--- src/hdl/tasp_pkg.sv ---
package tasp_pkg;

  // configuration register indexes
  localparam int unsigned CFG_IDX_W = 2;
  localparam logic [CFG_IDX_W-1:0] REG_UP_TIME   = 2'd0;
  localparam logic [CFG_IDX_W-1:0] REG_DOWN_TIME = 2'd1;
  localparam logic [CFG_IDX_W-1:0] REG_LOCK_TIME = 2'd2;
  localparam int unsigned CFG_DATA_W = 8;

  localparam logic [6:0] UP_TIME_RST   = 7'd11;
  localparam logic [6:0] DOWN_TIME_RST = 7'd30;
  localparam logic [7:0] LOCK_TIME_RST = 8'd150;

  localparam logic [15:0] TIMER_WRAP = 16'hFFFF;

  typedef struct packed {
    logic [3:0] goal;
    logic       by_button;
    logic       limit_up;
    logic       limit_down;
    logic       tick;
    logic       clear_lock;
  } in_t;

  typedef struct packed {
    logic       drive_fwd;
    logic       drive_bwd;
    logic [3:0] position;
    logic       locked;
    logic       pause_before;
  } out_t;

  // up_time * coef / 4, coef is 10 or 12
  function automatic logic [8:0] quarter_base(input logic [6:0] up, input logic [3:0] coef);
    logic [10:0] prod;
    prod = 11'(up) * 11'(coef);
    return prod[10:2];
  endfunction

  function automatic logic [10:0] times_ten7(input logic [6:0] v);
    return 11'(v) * 11'd10;
  endfunction

  function automatic logic [11:0] times_ten8(input logic [7:0] v);
    return 12'(v) * 12'd10;
  endfunction

endpackage

--- src/hdl/timed_actuator_step_positioner_top.sv ---
// timed actuator step positioner
// input channel (in_valid/in_ready/in_data): one evaluation per transaction,
// carrying the goal step, control source, limit switches, a 10 ms tick flag
// and a lock-clear flag. each transaction yields exactly one result.
// result channel (out_valid/out_ready/out_data): drive lines, believed
// position, lock flag and the reversal pause flag.
// config port (cfg_we/cfg_index/cfg_data): 0 up_time, 1 down_time,
// 2 lock_time; other indexes are ignored. write only while the block is idle.
// a taken input transaction loads the input register; its result then loads the
// result register once that register is free, and is valid from there.
// throughput: one transaction per cycle while the result channel is not stalled.
// when out_ready is low the result register holds; an empty input register still
// takes one more transaction, then in_ready drops until the result is taken.
// reset (rst_n low, synchronous): position 0, timer stopped at 0, no drive,
// last direction backward, lock clear, registers back to 11, 30 and 150.
module timed_actuator_step_positioner_top (
  input  logic                                 clk,
  input  logic                                 rst_n,
  input  logic                                 in_valid,
  output logic                                 in_ready,
  input  tasp_pkg::in_t                        in_data,
  output logic                                 out_valid,
  input  logic                                 out_ready,
  output tasp_pkg::out_t                       out_data,
  input  logic                                 cfg_we,
  input  logic [tasp_pkg::CFG_IDX_W-1:0]       cfg_index,
  input  logic [tasp_pkg::CFG_DATA_W-1:0]      cfg_data
);
  import tasp_pkg::*;

  // derived config terms, scaled at write time
  logic [8:0]  base10_r, base10_nxt;
  logic [8:0]  base12_r, base12_nxt;
  logic [10:0] down10_r, down10_nxt;
  logic [11:0] lock10_r, lock10_nxt;

  logic        s1_valid_r;
  in_t         s1_data_r;
  logic        out_valid_r;
  out_t        out_data_r, out_data_nxt;
  logic        adv;

  logic [3:0]  pos_r, pos_nxt;
  logic [15:0] timer_r, timer_nxt;
  logic        en_r, en_nxt;
  logic        mf_r, mf_nxt;
  logic        mb_r, mb_nxt;
  logic        ldf_r, ldf_nxt;
  logic        lock_r, lock_nxt;

  always_comb begin
    base10_nxt = base10_r;
    base12_nxt = base12_r;
    down10_nxt = down10_r;
    lock10_nxt = lock10_r;
    if (cfg_we) begin
      unique case (cfg_index)
        REG_UP_TIME: begin
          base10_nxt = quarter_base(cfg_data[6:0], 4'd10);
          base12_nxt = quarter_base(cfg_data[6:0], 4'd12);
        end
        REG_DOWN_TIME: down10_nxt = times_ten7(cfg_data[6:0]);
        REG_LOCK_TIME: lock10_nxt = times_ten8(cfg_data);
        default: ;
      endcase
    end
  end

  always_ff @(posedge clk) begin
    if (!rst_n) begin
      base10_r <= quarter_base(UP_TIME_RST, 4'd10);
      base12_r <= quarter_base(UP_TIME_RST, 4'd12);
      down10_r <= times_ten7(DOWN_TIME_RST);
      lock10_r <= times_ten8(LOCK_TIME_RST);
    end else begin
      base10_r <= base10_nxt;
      base12_r <= base12_nxt;
      down10_r <= down10_nxt;
      lock10_r <= lock10_nxt;
    end
  end

  assign adv      = !out_valid_r || out_ready;
  assign in_ready = !s1_valid_r || adv;

  // state update for the transaction held in the input register
  always_comb begin
    logic [3:0]  pos;
    logic [15:0] t;
    logic        en, mf, mb, ldf, lk, pause;
    logic [3:0]  steps;
    logic [8:0]  base;
    logic [12:0] limit;
    logic [4:0]  sum;

    pos   = pos_r;
    t     = timer_r;
    en    = en_r;
    mf    = mf_r;
    mb    = mb_r;
    ldf   = ldf_r;
    lk    = lock_r;
    pause = 1'b0;
    steps = '0;
    base  = '0;
    limit = '0;
    sum   = '0;

    if (s1_data_r.clear_lock) lk = 1'b0;

    if (s1_data_r.tick) begin
      if (en) t = t + 16'd1;
      if (t == TIMER_WRAP) t = '0;
    end

    // forward phase
    if (s1_data_r.goal > pos || mf) begin
      steps = (s1_data_r.goal > pos) ? s1_data_r.goal - pos : 4'd1;
      if (!ldf) begin
        pause = 1'b1;
        en    = 1'b1;
        mf    = 1'b1;
        mb    = 1'b0;
        t     = '0;
        if (s1_data_r.by_button) pos = '0;
      end
      ldf   = 1'b1;
      base  = s1_data_r.by_button ? base10_r : base12_r;
      limit = 13'(base) * 13'(steps);
      if (t <= 16'(limit) && !s1_data_r.limit_up) begin
        mf = 1'b1;
        mb = 1'b0;
        en = 1'b1;
      end else begin
        if (en) begin
          sum = 5'(pos) + 5'(steps);
          pos = sum[4] ? 4'd15 : sum[3:0];
        end
        if (pos < 4'd4 || !s1_data_r.by_button) begin
          en = 1'b0;
          t  = '0;
        end
        mf = 1'b0;
        mb = 1'b0;
      end
    end

    // backward phase
    if (s1_data_r.goal < pos || mb) begin
      steps = (pos > s1_data_r.goal) ? pos - s1_data_r.goal : 4'd1;
      if (ldf) begin
        pause = 1'b1;
        en    = 1'b1;
        mb    = 1'b1;
        mf    = 1'b0;
        t     = '0;
      end
      ldf = 1'b0;
      if (s1_data_r.goal == 4'd0) limit = 13'(down10_r);
      else limit = 13'(base10_r) * 13'(steps);
      if (t <= 16'(limit) && !s1_data_r.limit_down) begin
        mb = 1'b1;
        mf = 1'b0;
        en = 1'b1;
      end else begin
        if (en) begin
          if (s1_data_r.goal == 4'd0) pos = '0;
          else pos = (pos > steps) ? pos - steps : 4'd0;
        end
        en = 1'b0;
        t  = '0;
        mf = 1'b0;
        mb = 1'b0;
      end
    end

    // a run long enough stops the timer and, under button control, engages lock
    if (t >= 16'(lock10_r)) begin
      if (s1_data_r.by_button) lk = 1'b1;
      en = 1'b0;
      t  = '0;
    end

    pos_nxt   = pos;
    timer_nxt = t;
    en_nxt    = en;
    mf_nxt    = mf;
    mb_nxt    = mb;
    ldf_nxt   = ldf;
    lock_nxt  = lk;

    out_data_nxt.drive_fwd    = mf;
    out_data_nxt.drive_bwd    = mb;
    out_data_nxt.position     = pos;
    out_data_nxt.locked       = lk;
    out_data_nxt.pause_before = pause;
  end

  always_ff @(posedge clk) begin
    if (!rst_n) begin
      s1_valid_r  <= 1'b0;
      out_valid_r <= 1'b0;
      pos_r       <= '0;
      timer_r     <= '0;
      en_r        <= 1'b0;
      mf_r        <= 1'b0;
      mb_r        <= 1'b0;
      ldf_r       <= 1'b0;
      lock_r      <= 1'b0;
    end else begin
      if (in_ready) s1_valid_r <= in_valid;
      if (adv) out_valid_r <= s1_valid_r;
      if (s1_valid_r && adv) begin
        pos_r   <= pos_nxt;
        timer_r <= timer_nxt;
        en_r    <= en_nxt;
        mf_r    <= mf_nxt;
        mb_r    <= mb_nxt;
        ldf_r   <= ldf_nxt;
        lock_r  <= lock_nxt;
      end
    end
  end

  always_ff @(posedge clk) begin
    if (in_valid && in_ready) s1_data_r <= in_data;
    if (s1_valid_r && adv) out_data_r <= out_data_nxt;
  end

  assign out_valid = out_valid_r;
  assign out_data  = out_data_r;

`ifndef SYNTHESIS
  a_drive_exclusive: assert property (@(posedge clk) disable iff (!rst_n)
    !(mf_r && mb_r))
    else $error("both drive directions active");

  a_timer_wraps: assert property (@(posedge clk) disable iff (!rst_n)
    timer_r != TIMER_WRAP)
    else $error("run timer held the wrap value");

  a_item_moves_on: assert property (@(posedge clk) disable iff (!rst_n)
    s1_valid_r && adv |=> out_valid_r)
    else $error("transaction lost between input and result register");

  a_lock_by_button: assert property (@(posedge clk) disable iff (!rst_n)
    $rose(lock_r) |-> $past(s1_valid_r && adv && s1_data_r.by_button))
    else $error("lock set without button control");
`endif

endmodule
--- config.mk ---
export PLATFORM = sky130hd
export DESIGN_NAME = timed_actuator_step_positioner_top
export DESIGN_NICKNAME = d
export VERILOG_FILES = /design/src/hdl/tasp_pkg.sv /design/src/hdl/timed_actuator_step_positioner_top.sv
export SDC_FILE = /design/constraint.sdc
export NUM_CORES = 1
export LEC_CHECK = 0
export BUFFER_PORTS_ARGS = -buffer_cell sky130_fd_sc_hd__clkbuf_2
export CORE_ASPECT_RATIO = 0.8
export CORE_MARGIN = 5
export CORE_UTILIZATION = 45
export DETAILED_ROUTE_END_ITERATION = 12
export GPL_TIMING_DRIVEN = 0
export PLACE_DENSITY_LB_ADDON = 0.3
export SYNTH_ARGS = -nofsm -noshare
export SYNTH_HDL_FRONTEND = slang
export SYNTH_SLANG_ARGS = --single-unit
--- constraint.sdc ---
create_clock -name clk -period 13.93 [get_ports clk]
set_input_delay 2.786 -clock clk [delete_from_list [all_inputs] [get_ports clk]]
set_output_delay 2.786 -clock clk [all_outputs]
set_load 0.01 [all_outputs]
# Word level (Yosys, flattened, before mapping)
# Cells that the tools add are included.
[word_totals]
in_bits = 24
out_inout_bits = 10
wordCells = 121
ff_bits = 83
[classes]
mul = 5
muxes = 57
reduce_logical = 19
n_lt_le_gt_ge = 8
n_eq_ne = 3
addsub = 5
[op_table]
columns = ["cell", "n"]
rows = [
  ["$mux 16", 14],
  ["$mux 4", 16],
  ["$le 16x13->1", 2],
  ["$mul 9x4->13", 2],
  ["$mux 13", 2],
  ["$mux 1", 24],
  ["$add 16x1->16 const B", 1],
  ["$eq 16x16->1 const B", 1],
  ["$ge 16x12->1", 1],
  ["$gt 4x4->1", 3],
  ["$sub 4x4->4", 3],
  ["$mul 8x3->11 const B", 1],
  ["$mul 7x3->10 const B", 1],
  ["$mul 7x2->9 const B", 1],
  ["$mux 9", 1],
  ["$reduce_and 2->1", 3],
  ["$add 4x4->5", 1],
  ["$logic_not 1->1", 5],
  ["$logic_or 1x1->1", 5],
  ["$logic_and 1x1->1", 4],
  ["$logic_not 4->1", 1],
  ["$lt 4x3->1 const B", 1],
  ["$lt 4x4->1", 1],
  ["$eq 2x1->1 const B", 1],
  ["other kinds (2)", 2],
]

# Logic depth before layout (Yosys ltp)
[logic_depth]
ltp_word = 25
mapped_depth = 75
depth_no_buf = 70

# Worst setup path before layout
# OpenSTA, ideal clock, no wires.
[synth_path]
path_type = "register to register"
from = "register s1_data_r[5] (netlist name)"
to = "register timer_r[10]"
path_stages_with_launch = 71
t_arrival_ps = 14753
setup_time_ps = 70
slack_ps = -893
path_cell_list = "edfxtp_1 inv_1 ha_1 fa_1 nor2b_1 o221a_2 nand2_1 or2_2 fa_1 fa_1 inv_1 ha_1 a21o_1 a21oi_1 o21ai_0 a21oi_1 o21ai_0 a21oi_1 [... 35 more ...] nand3_1 or4_1 a21o_1 nor3_1 o211ai_1 and3_1 buf_2 clkbuf_1 nor2_1 ha_1 a21o_1 a21o_1 a221o_1 a311o_1 nor4_4 buf_4 or4b_1 a21oi_1"
[synth_via]
elab_chain_len = 20
elab_cells_between_ends = 38
classes_between = "add/sub: 3; mul: 2; order compare: 7; mux: 20; reduce/logical: 6"
[synth_lines]
columns = ["item", "line", "source"]
rows = [
  ["from (decl)", "timed_actuator_step_positioner_top.sv:38", "in_t s1_data_r;"],
  ["from (signal assigned)", "timed_actuator_step_positioner_top.sv:226", "if (in_valid && in_ready) s1_data_r <= in_data;"],
  ["parallel branches: the longest is 17 deep, another holds $le 16x13->1", "-", ""],
  ["$mux 16 *", "timed_actuator_step_positioner_top.sv:149", "if (s1_data_r.goal < pos || mb) begin"],
  ["$ge 16x12->1", "timed_actuator_step_positioner_top.sv:178", "if (t >= 16'(lock10_r)) begin"],
  ["$mux 16 *", "timed_actuator_step_positioner_top.sv:178", ""],
  ["to (signal assigned)", "timed_actuator_step_positioner_top.sv:215", "timer_r <= timer_nxt;"],
  ["to (decl)", "timed_actuator_step_positioner_top.sv:44", "logic [15:0] timer_r, timer_nxt;"],
]
# Every way passes the cells marked *. The select of a mux whose other input is x is not followed.
# A chain may end at the register's enable or synchronous reset.

# Final worst setup path
[layout_path]
from = "register s1_data_r[5] (netlist name)"
to = "register timer_r[8]"
# The elaborated chain is that of the path after synthesis.

==> results.py <==
metrics = {
    "outcome": {
        "status": "complete, but fails checks",
        "violations": "setup timing",
    },
    "critical_path": {
        "crit_top_cell": "a21o_1",
        "cp_slowest_cell": "fa_2",
        "r2r_cells": 68,
        "worstSetupEndpointType": "register",
        "crit_fanout": 7,
        "start_kind": "register",
        "critPathKind": "reg -> reg",
        "crit_path_max_incr_delay_ps": 590,
        "worstPathRequired_ps": 14210,
        "cp.arrival_ps": 14760,
    },
    "synth": {
        "synth_top_cell_by_area": "ha_1",
        "syn_nets": 1280,
        "yosysUniqueCellTypes": 71,
        "synthesis.area_sq_um": 8743,
        "synth_warnings": 0,
        "synthDominantCellAreaShare_pct": 15.46,
        "postSynthCellCount": 1114,
        "synthFlopType": "dfxtp_1",
        "synthTopCellsByCount": "120 x nand2_1, 112 x inv_1, 108 x ha_1, 95 x nor2_1, 80 x a21oi_1",
        "ys_seq_elements": 83,
        "synthArstFlopShare_pct": 0,
        "synth-edff-count": 17,
        "syn_avg_cell_area_sq_um": 7.849,
        "synth_area_leaders": "ha_1 15%, dfxtp_1 15%, fa_1 7.8%, edfxtp_1 5.8%, nand2_1 5.2%",
        "synth_most_common_cell": "nand2_1",
        "ys_seq_area_share_pct": 20.95,
    },
    "sta": {
        "rsz0062_at_grt": "yes",
        "slew_headroom_pct": 17.14,
        "period_share_pct": 103.9,
        "hold_viol_final": 0,
        "setup_viol": 15,
        "worst_slack_ps": -543.8,
        "fmax_ghz": 0.06909,
        "slew_violations": 0,
        "finalClockSkew_ps": 12.82,
        "period_minus_slack_ps": 14470,
        "tightest_slew_ps": 1232,
    },
    "route": {
        "wl_um": 26820,
        "drc": 0,
        "first_pass_iters": 5,
        "via_per_inst": 5.800,
        "drtIter0Drc": 637,
        "vias": 8544,
        "routedWlPerCell_um": 18.21,
        "drtAntennaViolNets": 0,
    },
    "clock_tree": {
        "clock-sinks": 83,
        "clk_pin_slew_worst_paths_ps": 70,
        "clk_latency_ps": 360,
        "cts_tree": "built",
        "htree_num_levels": 3,
        "cts.path.max_buffers": 2,
        "cts_made_buffers": 9,
        "cts-root-buf": "clkbuf_16",
    },
    "place": {
        "dp_hpwl_um": 19390,
        "io_buffers": 32,
        "gp_congestion": 0.9215,
        "placed_cells": 1404,
    },
    "worst_hold_path": {
        "hold_path_class": "reg -> reg",
        "hold_depth": 2,
    },
    "floorplan": {
        "pin_count": 34,
        "core-area_sq_um": 19030,
        "die_w_um": 165.8,
        "dieHeight_um": 134.7,
        "rows": 45,
        "die_area_sq_um": 22340,
        "floorplan.initialDensity_pct": 45.94,
    },
    "layout": {
        "area_growth_pct": 21.24,
        "multi_input_area_sq_um": 6872,
        "nFillCells": 1803,
        "seqCellArea_sq_um": 1838,
        "finalNonFillerCells": 1473,
        "drive_above_1_share_pct": 20.66,
        "fin_nets": 1376,
        "diodes": 0,
    },
    "pwr": {
        "swShare_pct": 40.53,
        "p_int_w": 0.0006582,
        "p_per_area_nw_per_um2": 104.4,
        "p_switching_w": 0.0004486,
        "peakVddDrop_mv": 0.06758,
        "p_total_w": 0.001107,
        "combPwrFrac_pct": 53.2,
        "p_leak_nw": 4.794,
        "p_clk_share_pct": 22.5,
        "p_seq_share_pct": 24.4,
    },
    "grt": {
        "grt.overflow.total": 0,
        "grt_pass1_wl_um": 42130,
        "grt_max_degree": 18,
        "grt_antenna_before_repair": 0,
        "track_usage_pct": 23.22,
        "grt_pass1_vias": 8192,
    },
    "run": {
        "max-cap-violations": 0,
    },
}
placed cells by master (no fill, tap or decap), drive strengths merged, types with 4 or more instances in the layout:
cell type,instances
nand2,120
inv,114
ha,108
nor2,95
a21oi,80
clkbuf,78
dfxtp,66
buf,66
o21ai,51
fa,34
and3,30
xnor2,29
a21o,26
nand3,26
nor2b,24
nor3,24
and2,22
nand4,20
o211ai,19
edfxtp,17
mux2i,13
nor4,13
xor2,12
or3,10
or2,10
nand2b,8
a31oi,8
or4b,8
a211oi,7
mux2,6
o22ai,6
o21a,5
o21bai,4
nor3b,4
a21boi,4
clkinv,4
per-stage QoR:
| step | hold WS [ps] | setup slack (ps) | cell area [sq um] | util (%) | setup TNS [ps] |
|---|---|---|---|---|---|
| 5_1_grt | 473.0 | -1060 | 10600 | 55.70 | -14190 |
| 2_1_floorplan | 431.2 | 9.227 | 8815 | - | 0 |
| 3_5_place_dp | 445.8 | -2023 | 9298 | 48.86 | -27630 |
| 3_3_place_gp | 438.9 | -1825 | 9298 | 48.86 | -24390 |
| 4_1_cts | 454.2 | -259.0 | 10270 | 53.98 | -1946 |
| 6_report | 454.4 | -543.8 | 10600 | 55.70 | -6297 |
cell families (layout without fill, tap and decap cells):
family / Yosys count / after routing / share of synthesized area, %
simple gates: 426 / 427 / 25.06
compound gates: 240 / 240 / 17.22
buf+inv: 163 / 263 / 7.169
fa+ha+maj: 142 / 142 / 23.24
flops: 83 / 83 / 20.95
xor+xnor: 41 / 41 / 4.107
mux: 19 / 19 / 2.261
sequential cells by signal, indices dropped and copies added, names as in the netlist, 4 cells and up:
register / count
s1_data_r: 9
pos_r: 4
lock10_r: 11
timer_r: 16
down10_r: 10
out_data: 8
base12_r: 9
base10_r: 9
critical path, delay by kind of cell (launching register included):
| family | cells | cell delay [ps] |
|---|---|---|
| buffers and inverters | 8 | 820 |
| DFF | 1 | 370 |
| xor gates and xnor gates | 1 | 150 |
| AOI/OAI and AO/OA | 28 | 4880 |
| and+or+nand+nor | 18 | 3730 |
| adders and majority gates | 13 | 4440 |
timing repair:
action                                  in CTS  in global routing
cloned                                       1                  0
endpoints found under the setup margin      15                 15
resized for setup                           92                 48
pin swaps                                  101                 56
hold buffers                                 0                  0
setup buffers                               47                 15
routing by layer:
metal  up-vias  part of all wire, %  track usage [%]
li1       4098                    -                -
met3        58                  7.1            4.419
met4         0                  2.3            6.734
met2       306                   45            37.62
met5         -                    0                0
met1      4082                   45            31.78
layout make-up:
cell class                      instances  share of cell area (%)
Inverter                              113                   4.001
Buffer                                 43                   2.054
Tap cell                              258                   3.045
Timing Repair Buffer                   91                   5.878
Sequential cell                        83                   17.34
Clock buffer                           10                   2.254
Multi-Input combinational cell        869                   64.83
Clock inverter                          6                  0.6020
power by group through the flow:
stage | sequential [W] | combinational [W] | clock, W
6_report | 0.000270 | 0.000588 | 0.000249
5_1_grt | 0.000271 | 0.000643 | 0.000259
4_1_cts | 0.000269 | 0.000524 | 0.000249
3_5_place_dp | 0.000274 | 0.000453 | 0
3_3_place_gp | 0.000273 | 0.000444 | 0
2_1_floorplan | 0.000271 | 0.000337 | 0
final timing paths:
path	startpoint	endpoint	slack (ps)
hold reg to reg	lock10_r[11]$_SDFFE_PN0P_	lock10_r[11]$_SDFFE_PN0P_	450
hold / removal	lock10_r[11]$_SDFFE_PN0P_	lock10_r[11]$_SDFFE_PN0P_	450
setup / recovery	s1_data_r[5]$_DFFE_PP_	timer_r[8]$_SDFFE_PN0P_	-540
setup reg to reg	s1_data_r[5]$_DFFE_PP_	timer_r[8]$_SDFFE_PN0P_	-540
Power figures use the tool's default switching activity.
